[src/mbd_pkg.sv]
package mbd_pkg;

  // Deframer phases.
  typedef enum logic [2:0] {
    PH_OPEN    = 3'd0,
    PH_AFTER   = 3'd1,
    PH_CLOSE   = 3'd2,
    PH_LF      = 3'd3,
    PH_HDR     = 3'd4,
    PH_HDR_LF  = 3'd5,
    PH_PAYLOAD = 3'd6,
    PH_STOP    = 3'd7
  } phase_t;

  // Result event codes.
  typedef enum logic [2:0] {
    EV_DATA  = 3'd0,
    EV_START = 3'd1,
    EV_END   = 3'd2,
    EV_DONE  = 3'd3,
    EV_ERROR = 3'd4
  } ev_kind_t;

  // Register indexes on the configuration port (byte address is 8 * index).
  localparam logic [2:0] REG_LEN = 3'd0;
  localparam logic [2:0] REG_W0  = 3'd1;
  localparam logic [2:0] REG_W1  = 3'd2;
  localparam logic [2:0] REG_W2  = 3'd3;
  localparam logic [2:0] REG_W3  = 3'd4;
  localparam logic [2:0] REG_W4  = 3'd5;

  localparam logic [7:0] CHAR_CR   = 8'h0D;
  localparam logic [7:0] CHAR_LF   = 8'h0A;
  localparam logic [7:0] CHAR_DASH = 8'h2D;

  localparam int BND_WORDS        = 5;
  localparam int BND_BYTES        = 40;
  localparam int DEF_MAX_BOUNDARY = 40;

  // Cap on a released run of held bytes: CR LF "--" and the boundary.
  localparam logic [5:0] REL_MAX = 6'(BND_BYTES + 4);

endpackage

[src/multipart_body_deframer_core.sv]
// Byte-serial multipart/form-data body deframer.
// Input channel (in_valid / in_stall / in_body_byte): one body byte per transfer.
// Result channel (out_valid / out_stall / out_event_kind, out_payload_byte, out_last):
// payload bytes, part start, part end, stream done and format error events;
// out_last marks the final result caused by one input byte.
// Configuration is an APB-style port with 64-bit data; register i is at byte address 8*i
// (boundary length, then five words of boundary bytes, first byte in the low bits).
// A result is registered in the output register, or in the skid register when it is full.
// Throughput: one byte per cycle while in_stall is low. A byte that breaks a partial
// delimiter match releases the k held bytes (at most 44) plus possibly itself, one result
// per cycle while the skid register is empty; the release sequencer holds in_stall high
// until the last of them has been presented.
// The result side has an output register and a skid register, so a byte is still
// taken while one result waits; in_stall rises once the skid register is occupied.
// Reset (rst_n low, synchronous) returns the block to the opening boundary check, sets
// the boundary length to 1 and clears the boundary words. After stream done or a format
// error the block consumes bytes with no results until the next reset.
module multipart_body_deframer_core #(
  parameter int MAX_BOUNDARY = mbd_pkg::DEF_MAX_BOUNDARY
) (
  input  logic        clk,
  input  logic        rst_n,
  input  logic        in_valid,
  output logic        in_stall,
  input  logic [7:0]  in_body_byte,
  output logic        out_valid,
  input  logic        out_stall,
  output logic [2:0]  out_event_kind,
  output logic [7:0]  out_payload_byte,
  output logic        out_last,
  input  logic        psel,
  input  logic        penable,
  input  logic        pwrite,
  input  logic [5:0]  paddr,
  input  logic [63:0] pwdata,
  output logic [63:0] prdata,
  output logic        pready
);
  import mbd_pkg::*;

  localparam logic [5:0] MaxLen   = 6'(MAX_BOUNDARY);
  localparam logic [5:0] BndLimit = 6'(BND_BYTES);

  // Configuration registers.
  logic [5:0]  len_r;
  logic [63:0] bnd_w_r [BND_WORDS];

  // Deframer state.
  phase_t      phase_r, phase_nxt;
  logic [5:0]  match_r, match_nxt;
  logic        lht_r, lht_nxt;

  // Release sequencer.
  logic        rel_active_r, rel_active_nxt;
  logic [5:0]  rel_idx_r, rel_idx_nxt;
  logic [5:0]  rel_end_r, rel_end_nxt;
  logic        rel_tail_r, rel_tail_nxt;
  logic [7:0]  rel_byte_r, rel_byte_nxt;

  // Output and skid registers.
  logic        out_valid_r, skid_valid_r;
  ev_kind_t    out_kind_r, skid_kind_r;
  logic [7:0]  out_byte_r, skid_byte_r;
  logic        out_last_r, skid_last_r;

  // Result of this cycle.
  logic        res_valid;
  ev_kind_t    res_kind;
  logic [7:0]  res_byte;
  logic        res_last;

  logic        cfg_wr;
  logic        in_acc, rel_go, out_take;
  logic [7:0]  b;
  logic [5:0]  eff_len;
  logic [5:0]  sel_pos, bidx, match_inc, rel_idx_inc, held_n;
  logic [63:0] bword;
  logic [7:0]  bnd_byte, pat_byte;
  logic        is_open, hit, open_done, delim_done;
  logic        rel_more, rel_final, start_tail, start_final;

  // ---------------------------------------------------------------- configuration
  assign pready = 1'b1;
  assign cfg_wr = psel && penable && pwrite;

  always_ff @(posedge clk) begin
    if (!rst_n) begin
      len_r <= 6'd1;
      for (int i = 0; i < BND_WORDS; i++) begin
        bnd_w_r[i] <= '0;
      end
    end else if (cfg_wr) begin
      unique case (paddr[5:3])
        REG_LEN: len_r      <= pwdata[5:0];
        REG_W0:  bnd_w_r[0] <= pwdata;
        REG_W1:  bnd_w_r[1] <= pwdata;
        REG_W2:  bnd_w_r[2] <= pwdata;
        REG_W3:  bnd_w_r[3] <= pwdata;
        REG_W4:  bnd_w_r[4] <= pwdata;
        default: ;
      endcase
    end
  end

  always_comb begin
    unique case (paddr[5:3])
      REG_LEN: prdata = {58'd0, len_r};
      REG_W0:  prdata = bnd_w_r[0];
      REG_W1:  prdata = bnd_w_r[1];
      REG_W2:  prdata = bnd_w_r[2];
      REG_W3:  prdata = bnd_w_r[3];
      REG_W4:  prdata = bnd_w_r[4];
      default: prdata = '0;
    endcase
  end

  always_comb begin
    if (len_r == 6'd0) begin
      eff_len = 6'd1;
    end else if (len_r > MaxLen) begin
      eff_len = MaxLen;
    end else begin
      eff_len = len_r;
    end
  end

  // ---------------------------------------------------------------- handshakes
  assign in_stall = rel_active_r || skid_valid_r;
  assign in_acc   = in_valid && !in_stall;
  assign rel_go   = rel_active_r && !skid_valid_r;
  assign out_take = out_valid_r && !out_stall;
  assign b        = in_body_byte;

  // ---------------------------------------------------------------- pattern lookup
  // Input and release never share a cycle, so one boundary byte lookup serves both.
  assign is_open = (phase_r == PH_OPEN);
  assign sel_pos = rel_active_r ? rel_idx_r : match_r;
  assign bidx    = sel_pos - (is_open ? 6'd2 : 6'd4);

  always_comb begin
    unique case (bidx[5:3])
      3'd0:    bword = bnd_w_r[0];
      3'd1:    bword = bnd_w_r[1];
      3'd2:    bword = bnd_w_r[2];
      3'd3:    bword = bnd_w_r[3];
      3'd4:    bword = bnd_w_r[4];
      default: bword = '0;
    endcase
    if (bidx < BndLimit && bidx < MaxLen) begin
      bnd_byte = bword[{bidx[2:0], 3'b000} +: 8];
    end else begin
      bnd_byte = 8'd0;
    end
  end

  always_comb begin
    if (is_open) begin
      pat_byte = (sel_pos < 6'd2) ? CHAR_DASH : bnd_byte;
    end else begin
      unique case (sel_pos)
        6'd0:       pat_byte = CHAR_CR;
        6'd1:       pat_byte = CHAR_LF;
        6'd2, 6'd3: pat_byte = CHAR_DASH;
        default:    pat_byte = bnd_byte;
      endcase
    end
  end

  assign hit        = (b == pat_byte);
  assign match_inc  = match_r + 6'd1;
  assign open_done  = {1'b0, match_inc} >= ({1'b0, eff_len} + 7'd2);
  assign delim_done = {1'b0, match_inc} >= ({1'b0, eff_len} + 7'd4);

  // A failed delimiter releases the held bytes; the failing byte follows unless it is CR.
  assign held_n      = (match_r > REL_MAX) ? REL_MAX : match_r;
  assign start_tail  = (b != CHAR_CR);
  assign start_final = (held_n == 6'd1) && !start_tail;

  assign rel_idx_inc = rel_idx_r + 6'd1;
  assign rel_more    = rel_idx_r < rel_end_r;
  assign rel_final   = rel_more ? ((rel_idx_inc == rel_end_r) && !rel_tail_r) : 1'b1;

  // ---------------------------------------------------------------- next state
  always_comb begin
    phase_nxt      = phase_r;
    match_nxt      = match_r;
    lht_nxt        = lht_r;
    rel_active_nxt = rel_active_r;
    rel_idx_nxt    = rel_idx_r;
    rel_end_nxt    = rel_end_r;
    rel_tail_nxt   = rel_tail_r;
    rel_byte_nxt   = rel_byte_r;
    if (rel_go) begin
      if (rel_more) begin
        rel_idx_nxt = rel_idx_inc;
      end
      if (rel_final) begin
        rel_active_nxt = 1'b0;
      end
    end else if (in_acc) begin
      unique case (phase_r)
        PH_OPEN: begin
          if (!hit) begin
            phase_nxt = PH_STOP;
          end else if (open_done) begin
            match_nxt = 6'd0;
            phase_nxt = PH_AFTER;
          end else begin
            match_nxt = match_inc;
          end
        end
        PH_AFTER: begin
          if (b == CHAR_DASH) begin
            phase_nxt = PH_CLOSE;
          end else if (b == CHAR_CR) begin
            phase_nxt = PH_LF;
          end else begin
            phase_nxt = PH_STOP;
          end
        end
        PH_CLOSE: phase_nxt = PH_STOP;
        PH_LF: begin
          if (b == CHAR_LF) begin
            lht_nxt   = 1'b0;
            phase_nxt = PH_HDR;
          end else begin
            phase_nxt = PH_STOP;
          end
        end
        PH_HDR: begin
          if (b == CHAR_CR) begin
            phase_nxt = PH_HDR_LF;
          end else begin
            lht_nxt = 1'b1;
          end
        end
        PH_HDR_LF: begin
          if (b == CHAR_LF) begin
            if (!lht_r) begin
              match_nxt = 6'd0;
              phase_nxt = PH_PAYLOAD;
            end else begin
              lht_nxt   = 1'b0;
              phase_nxt = PH_HDR;
            end
          end else begin
            // The earlier CR was ordinary header text.
            lht_nxt = 1'b1;
            if (b != CHAR_CR) begin
              phase_nxt = PH_HDR;
            end
          end
        end
        PH_PAYLOAD: begin
          if (hit) begin
            if (delim_done) begin
              match_nxt = 6'd0;
              phase_nxt = PH_AFTER;
            end else begin
              match_nxt = match_inc;
            end
          end else begin
            match_nxt = start_tail ? 6'd0 : 6'd1;
            if (match_r != 6'd0) begin
              rel_active_nxt = !start_final;
              rel_idx_nxt    = 6'd1;
              rel_end_nxt    = held_n;
              rel_tail_nxt   = start_tail;
              rel_byte_nxt   = b;
            end
          end
        end
        PH_STOP: ;
      endcase
    end
  end

  // ---------------------------------------------------------------- results
  always_comb begin
    res_valid = 1'b0;
    res_kind  = EV_DATA;
    res_byte  = 8'd0;
    res_last  = 1'b1;
    if (rel_go) begin
      res_valid = 1'b1;
      res_byte  = rel_more ? pat_byte : rel_byte_r;
      res_last  = rel_final;
    end else if (in_acc) begin
      unique case (phase_r)
        PH_OPEN: begin
          if (!hit) begin
            res_valid = 1'b1;
            res_kind  = EV_ERROR;
          end
        end
        PH_AFTER: begin
          if (b != CHAR_DASH && b != CHAR_CR) begin
            res_valid = 1'b1;
            res_kind  = EV_ERROR;
          end
        end
        PH_CLOSE: begin
          res_valid = 1'b1;
          res_kind  = (b == CHAR_DASH) ? EV_DONE : EV_ERROR;
        end
        PH_LF: begin
          if (b != CHAR_LF) begin
            res_valid = 1'b1;
            res_kind  = EV_ERROR;
          end
        end
        PH_HDR: ;
        PH_HDR_LF: begin
          if (b == CHAR_LF && !lht_r) begin
            res_valid = 1'b1;
            res_kind  = EV_START;
          end
        end
        PH_PAYLOAD: begin
          if (hit) begin
            if (delim_done) begin
              res_valid = 1'b1;
              res_kind  = EV_END;
            end
          end else if (match_r != 6'd0) begin
            // First held byte of the released run is always the CR.
            res_valid = 1'b1;
            res_byte  = CHAR_CR;
            res_last  = start_final;
          end else begin
            res_valid = 1'b1;
            res_byte  = b;
          end
        end
        PH_STOP: ;
      endcase
    end
  end

  // ---------------------------------------------------------------- registers
  always_ff @(posedge clk) begin
    if (!rst_n) begin
      phase_r      <= PH_OPEN;
      match_r      <= 6'd0;
      lht_r        <= 1'b0;
      rel_active_r <= 1'b0;
      rel_idx_r    <= 6'd0;
      rel_end_r    <= 6'd0;
      rel_tail_r   <= 1'b0;
    end else begin
      phase_r      <= phase_nxt;
      match_r      <= match_nxt;
      lht_r        <= lht_nxt;
      rel_active_r <= rel_active_nxt;
      rel_idx_r    <= rel_idx_nxt;
      rel_end_r    <= rel_end_nxt;
      rel_tail_r   <= rel_tail_nxt;
    end
  end

  always_ff @(posedge clk) begin
    rel_byte_r <= rel_byte_nxt;
  end

  always_ff @(posedge clk) begin
    if (!rst_n) begin
      out_valid_r  <= 1'b0;
      skid_valid_r <= 1'b0;
    end else if (!out_valid_r || out_take) begin
      if (skid_valid_r) begin
        skid_valid_r <= 1'b0;
        out_valid_r  <= 1'b1;
      end else begin
        out_valid_r <= res_valid;
      end
    end else if (res_valid) begin
      skid_valid_r <= 1'b1;
    end
  end

  always_ff @(posedge clk) begin
    if (!out_valid_r || out_take) begin
      if (skid_valid_r) begin
        out_kind_r <= skid_kind_r;
        out_byte_r <= skid_byte_r;
        out_last_r <= skid_last_r;
      end else if (res_valid) begin
        out_kind_r <= res_kind;
        out_byte_r <= res_byte;
        out_last_r <= res_last;
      end
    end else if (res_valid) begin
      skid_kind_r <= res_kind;
      skid_byte_r <= res_byte;
      skid_last_r <= res_last;
    end
  end

  assign out_valid        = out_valid_r;
  assign out_event_kind   = out_kind_r;
  assign out_payload_byte = out_byte_r;
  assign out_last         = out_last_r;

  // ---------------------------------------------------------------- assertions
  a_skid_behind_out : assert property (@(posedge clk) disable iff (!rst_n)
    skid_valid_r |-> out_valid_r)
    else $error("skid register holds a result while the output register is empty");

  a_stop_silent : assert property (@(posedge clk) disable iff (!rst_n)
    (phase_r == PH_STOP && !rel_active_r) |-> !res_valid)
    else $error("result produced after the stream stopped");

  a_rel_bound : assert property (@(posedge clk) disable iff (!rst_n)
    rel_active_r |-> (rel_idx_r <= rel_end_r && rel_end_r <= REL_MAX))
    else $error("release index ran past the held bytes");

  a_rel_ends_last : assert property (@(posedge clk) disable iff (!rst_n)
    (rel_go && rel_final) |-> res_last)
    else $error("release finished without marking the final result");

endmodule
[config.mk]
export PLATFORM = sky130hd
export DESIGN_NAME = multipart_body_deframer_core
export DESIGN_NICKNAME = d
export VERILOG_FILES = /design/src/mbd_pkg.sv /design/src/multipart_body_deframer_core.sv
export SDC_FILE = /design/constraint.sdc
export NUM_CORES = 1
export LEC_CHECK = 0
export BUFFER_PORTS_ARGS = -buffer_cell sky130_fd_sc_hd__clkbuf_2
export CAP_MARGIN = 20
export CORE_MARGIN = 1
export CORE_UTILIZATION = 45
export DETAILED_ROUTE_END_ITERATION = 16
export PLACE_DENSITY = 0.74
export SYNTH_ARGS = -nofsm -noshare
export SYNTH_HDL_FRONTEND = slang
export SYNTH_SLANG_ARGS = --single-unit
[constraint.sdc]
create_clock -name clk -period 7.3 [get_ports clk]
set_input_delay 1.46 -clock clk [delete_from_list [all_inputs] [get_ports clk]]
set_output_delay 1.46 -clock clk [all_outputs]
set_load 0.03 [all_outputs]
==> impl_metrics.json <==
{
  "status": "finished clean",
  "min_path_type": "reg -> reg",
  "crit_type": "reg -> reg",
  "cts_buffer_depth": 3,
  "clockRootBuffer": "clkbuf_16",
  "ys_warn_count": 0,
  "dp_hpwl_um": 39250,
  "r2r_setup_slack_ns": 0.53,
  "relSlewSlack_pct": 25.66,
  "synthesis.nets": 1828,
  "core_um2": 43270,
  "maxCapViolCount": 0,
  "antenna_found_initial": 0,
  "synth-seq-cells": 384,
  "portBuffers": 159,
  "first_iter_violations": 1956,
  "floorplan.initialDensity_pct": 45.78,
  "holdWs_ns": 0.5014,
  "vias": 15890,
  "cp_slowest_stage_delay_ns": 0.80,
  "design.die.area_um2": 44860,
  "h-tree-depth": 2,
  "cts_resized": 0,
  "grt_remaining_overflow": 0,
  "arrival_ns": 7.09,
  "grt_pass1_vias": 15940,
  "yosysUniqueCellTypes": 96,
  "grt_usage_pct": 27.96,
  "finalMaxSlewViolations": 0,
  "leakage_nw": 8.505,
  "numCtsBuffers": 41,
  "synth-main-ff-cell": "edfxtp_1",
  "setup_violations": 0,
  "hold_buffers": 0,
  "crit_path_start_kind": "register",
  "drtPass1Iterations": 5,
  "grt_max_degree": 65,
  "insertion_delay_ns": 0.59,
  "dieHeight_um": 211.8,
  "cp-end-kind": "register",
  "rsz0062_at_grt": "false",
  "cts_sinks": 384,
  "drive_above_1_share_pct": 19.35,
  "synth_edf_count": 352,
  "die_w_um": 211.8,
  "slowest_stage": "o22ai_2",
  "antennaDiodeCount": 0,
  "crit_chain": "or3_1, inv_2, ha_1, inv_1, fa_1, nor4_1, nor3_1, o22ai_2, buf_4, o21ai_0, a211oi_1, a211oi_1, o41ai_2, xnor2_1, a211o_1, a211oi_4, a311oi_1, o31ai_1, a21oi_1, buf_4",
  "ant_nets": 0,
  "fmax_mhz": 147.6,
  "syn_inst": 1718,
  "rows": 76,
  "power_mw": 6.075,
  "final_area_um2": 23000,
  "clk_pin_slew_ns": 0.06,
  "tns_ns": 0,
  "post-route-period-util_pct": 92.78,
  "required_ns": 7.62,
  "final_common_cell": "edfxtp_1",
  "io_pins": 164,
  "hold_viol_final": 0,
  "cts_tree": "done",
  "vias_per_cell": 6.376,
  "synthesis.area_um2": 19810,
  "layout_common_cells": "edfxtp_1, nand2_1, clkbuf_2",
  "ys_seq_area_share_pct": 56.60,
  "powerDensity_nw_per_um2": 264.1,
  "gp_congestion": 0.9158,
  "layout.nets": 1987,
  "area_growth_pct": 16.13,
  "post_dp_cell_area_um2": 21610,
  "period_needed_ns": 6.773,
  "critPathMaxFanout": 13,
  "async_flop_share_pct": 0,
  "route.detailed.drc": 0,
  "peakVddDrop_v": 0.0002087,
  "grt_pass1_wl_um": 94100,
  "cts_setup_buffers": 0,
  "drt-total-wl_um": 62380,
  "wire_per_inst_um": 25.03,
  "worst_pin_slew_ns": 1.115,
  "syn_avg_cell_area_um2": 11.53,
  "fin_skew_ns": 0.03157
}
critical path, delay by kind of cell, from the launching register on:
kind,cells,cell delay (ns)
XOR/XNOR,1,0.13
AND/OR/NAND/NOR,3,1.13
buffers and inverters,4,0.83
flip-flops,1,0.30
adder cells (fa/ha/maj),2,0.86
AO/OA/AOI/OAI,10,3.25
metal layers:
layer	vias up	wire [µm]	track usage (%)
met2	1015	29850	45.66
met1	7736	23700	35.65
met5	-	0	0
li1	6946	-	-
met4	0	2634	12.44
met3	193	6199	6.038
flip-flops by register name, summed over array words and instances (netlist names):
signal,count
skid_byte_r,8
phase_r,3
bnd_w_r,320
lht_r,1
match_r,6
skid_last_r,1
rel_end_r,6
out_event_kind,3
rel_idx_r,6
skid_valid_r,1
rel_tail_r,1
rel_byte_r,8
out_last,1
len_r,6
rel_active_r,1
out_payload_byte,8
skid_kind_r,3
out_valid,1
cells in the mapped netlist (8+ instances only):
master     instances  area, µm²
nand4_1           11      68.82
ha_1              24      300.3
o221ai_1           9      78.83
a21o_1            16      120.1
a2111oi_0         13      113.9
nor2_1            55      206.5
o22ai_1           16      100.1
inv_1             30      112.6
nor3_1            23      115.1
xnor2_1           14      122.6
edfxtp_1         352      10570
mux2_2            23      259.0
and2_1            72      450.4
nand3_1           45      225.2
nand2b_1          16      100.1
a311oi_1           9      78.83
a31oi_1           20      125.1
clkbuf_1          83      311.6
dfxtp_1           32      640.6
o21ai_0          109      545.5
buf_1             10      37.54
a22oi_1           13      97.59
and3_1             8      50.05
a211oi_1          17      127.6
a221oi_1          12      105.1
a21oi_1           99      495.5
a221o_1           64      640.6
buf_2             25      125.1
nand2_1          216      810.8
mux2i_1          122       1221
power breakdown:
part | leakage, nW | switching [mW] | internal [mW] | total [mW]
combinational | 4.23 | 0.891 | 0.440 | 1.33
clock | 0.656 | 0.873 | 1.27 | 2.14
sequential | 3.61 | 0.0670 | 2.53 | 2.60
layout make-up:
| class | instances | area, µm² |
|---|---|---|
| Clock inverter | 25 | 300.3 |
| Fill cell | 3642 | 20270 |
| Inverter | 31 | 116.4 |
| Sequential cell | 384 | 11210 |
| Multi-Input combinational cell | 1176 | 8051 |
| Tap cell | 585 | 732.0 |
| Timing Repair Buffer | 243 | 1516 |
| Clock buffer | 48 | 1074 |
kinds of logic after synthesis:
| kind of cell | Yosys count | synth area share, % |
|---|---|---|
| AND/OR/NAND/NOR | 491 | 12.12 |
| AO/OA/AOI/OAI | 487 | 17.35 |
| flip-flops | 384 | 56.60 |
| buffers and inverters | 158 | 3.361 |
| multiplexers | 150 | 7.910 |
| adder cells (fa/ha/maj) | 25 | 1.617 |
| XOR/XNOR | 22 | 1.011 |
| other | 1 | 0.01893 |
final timing paths:
| kind | startpoint | endpoint | depth (start not counted) |
|---|---|---|---|
| worst max-delay path | phase_r[2] | skid_byte_r[4] | 20 |
| worst min-delay path | rel_end_r[4] | rel_end_r[4] | 2 |
| worst max register to register | phase_r[2] | skid_byte_r[4] | 20 |
| worst min register to register | rel_end_r[4] | rel_end_r[4] | 2 |
through the flow:
stage | setup WS [ns] | cells | utilization (%)
2_1_floorplan | 0.02644 | 1718 | -
6_report | 0.5271 | 2492 | 53.16
3_3_place_gp | 0.6502 | 2417 | 49.95
3_5_place_dp | 0.4584 | 2417 | 49.95
4_1_cts | 0.3944 | 2490 | 53.13
5_1_grt | 0.2530 | 2492 | 53.16
Power figures use the tool's default switching activity.
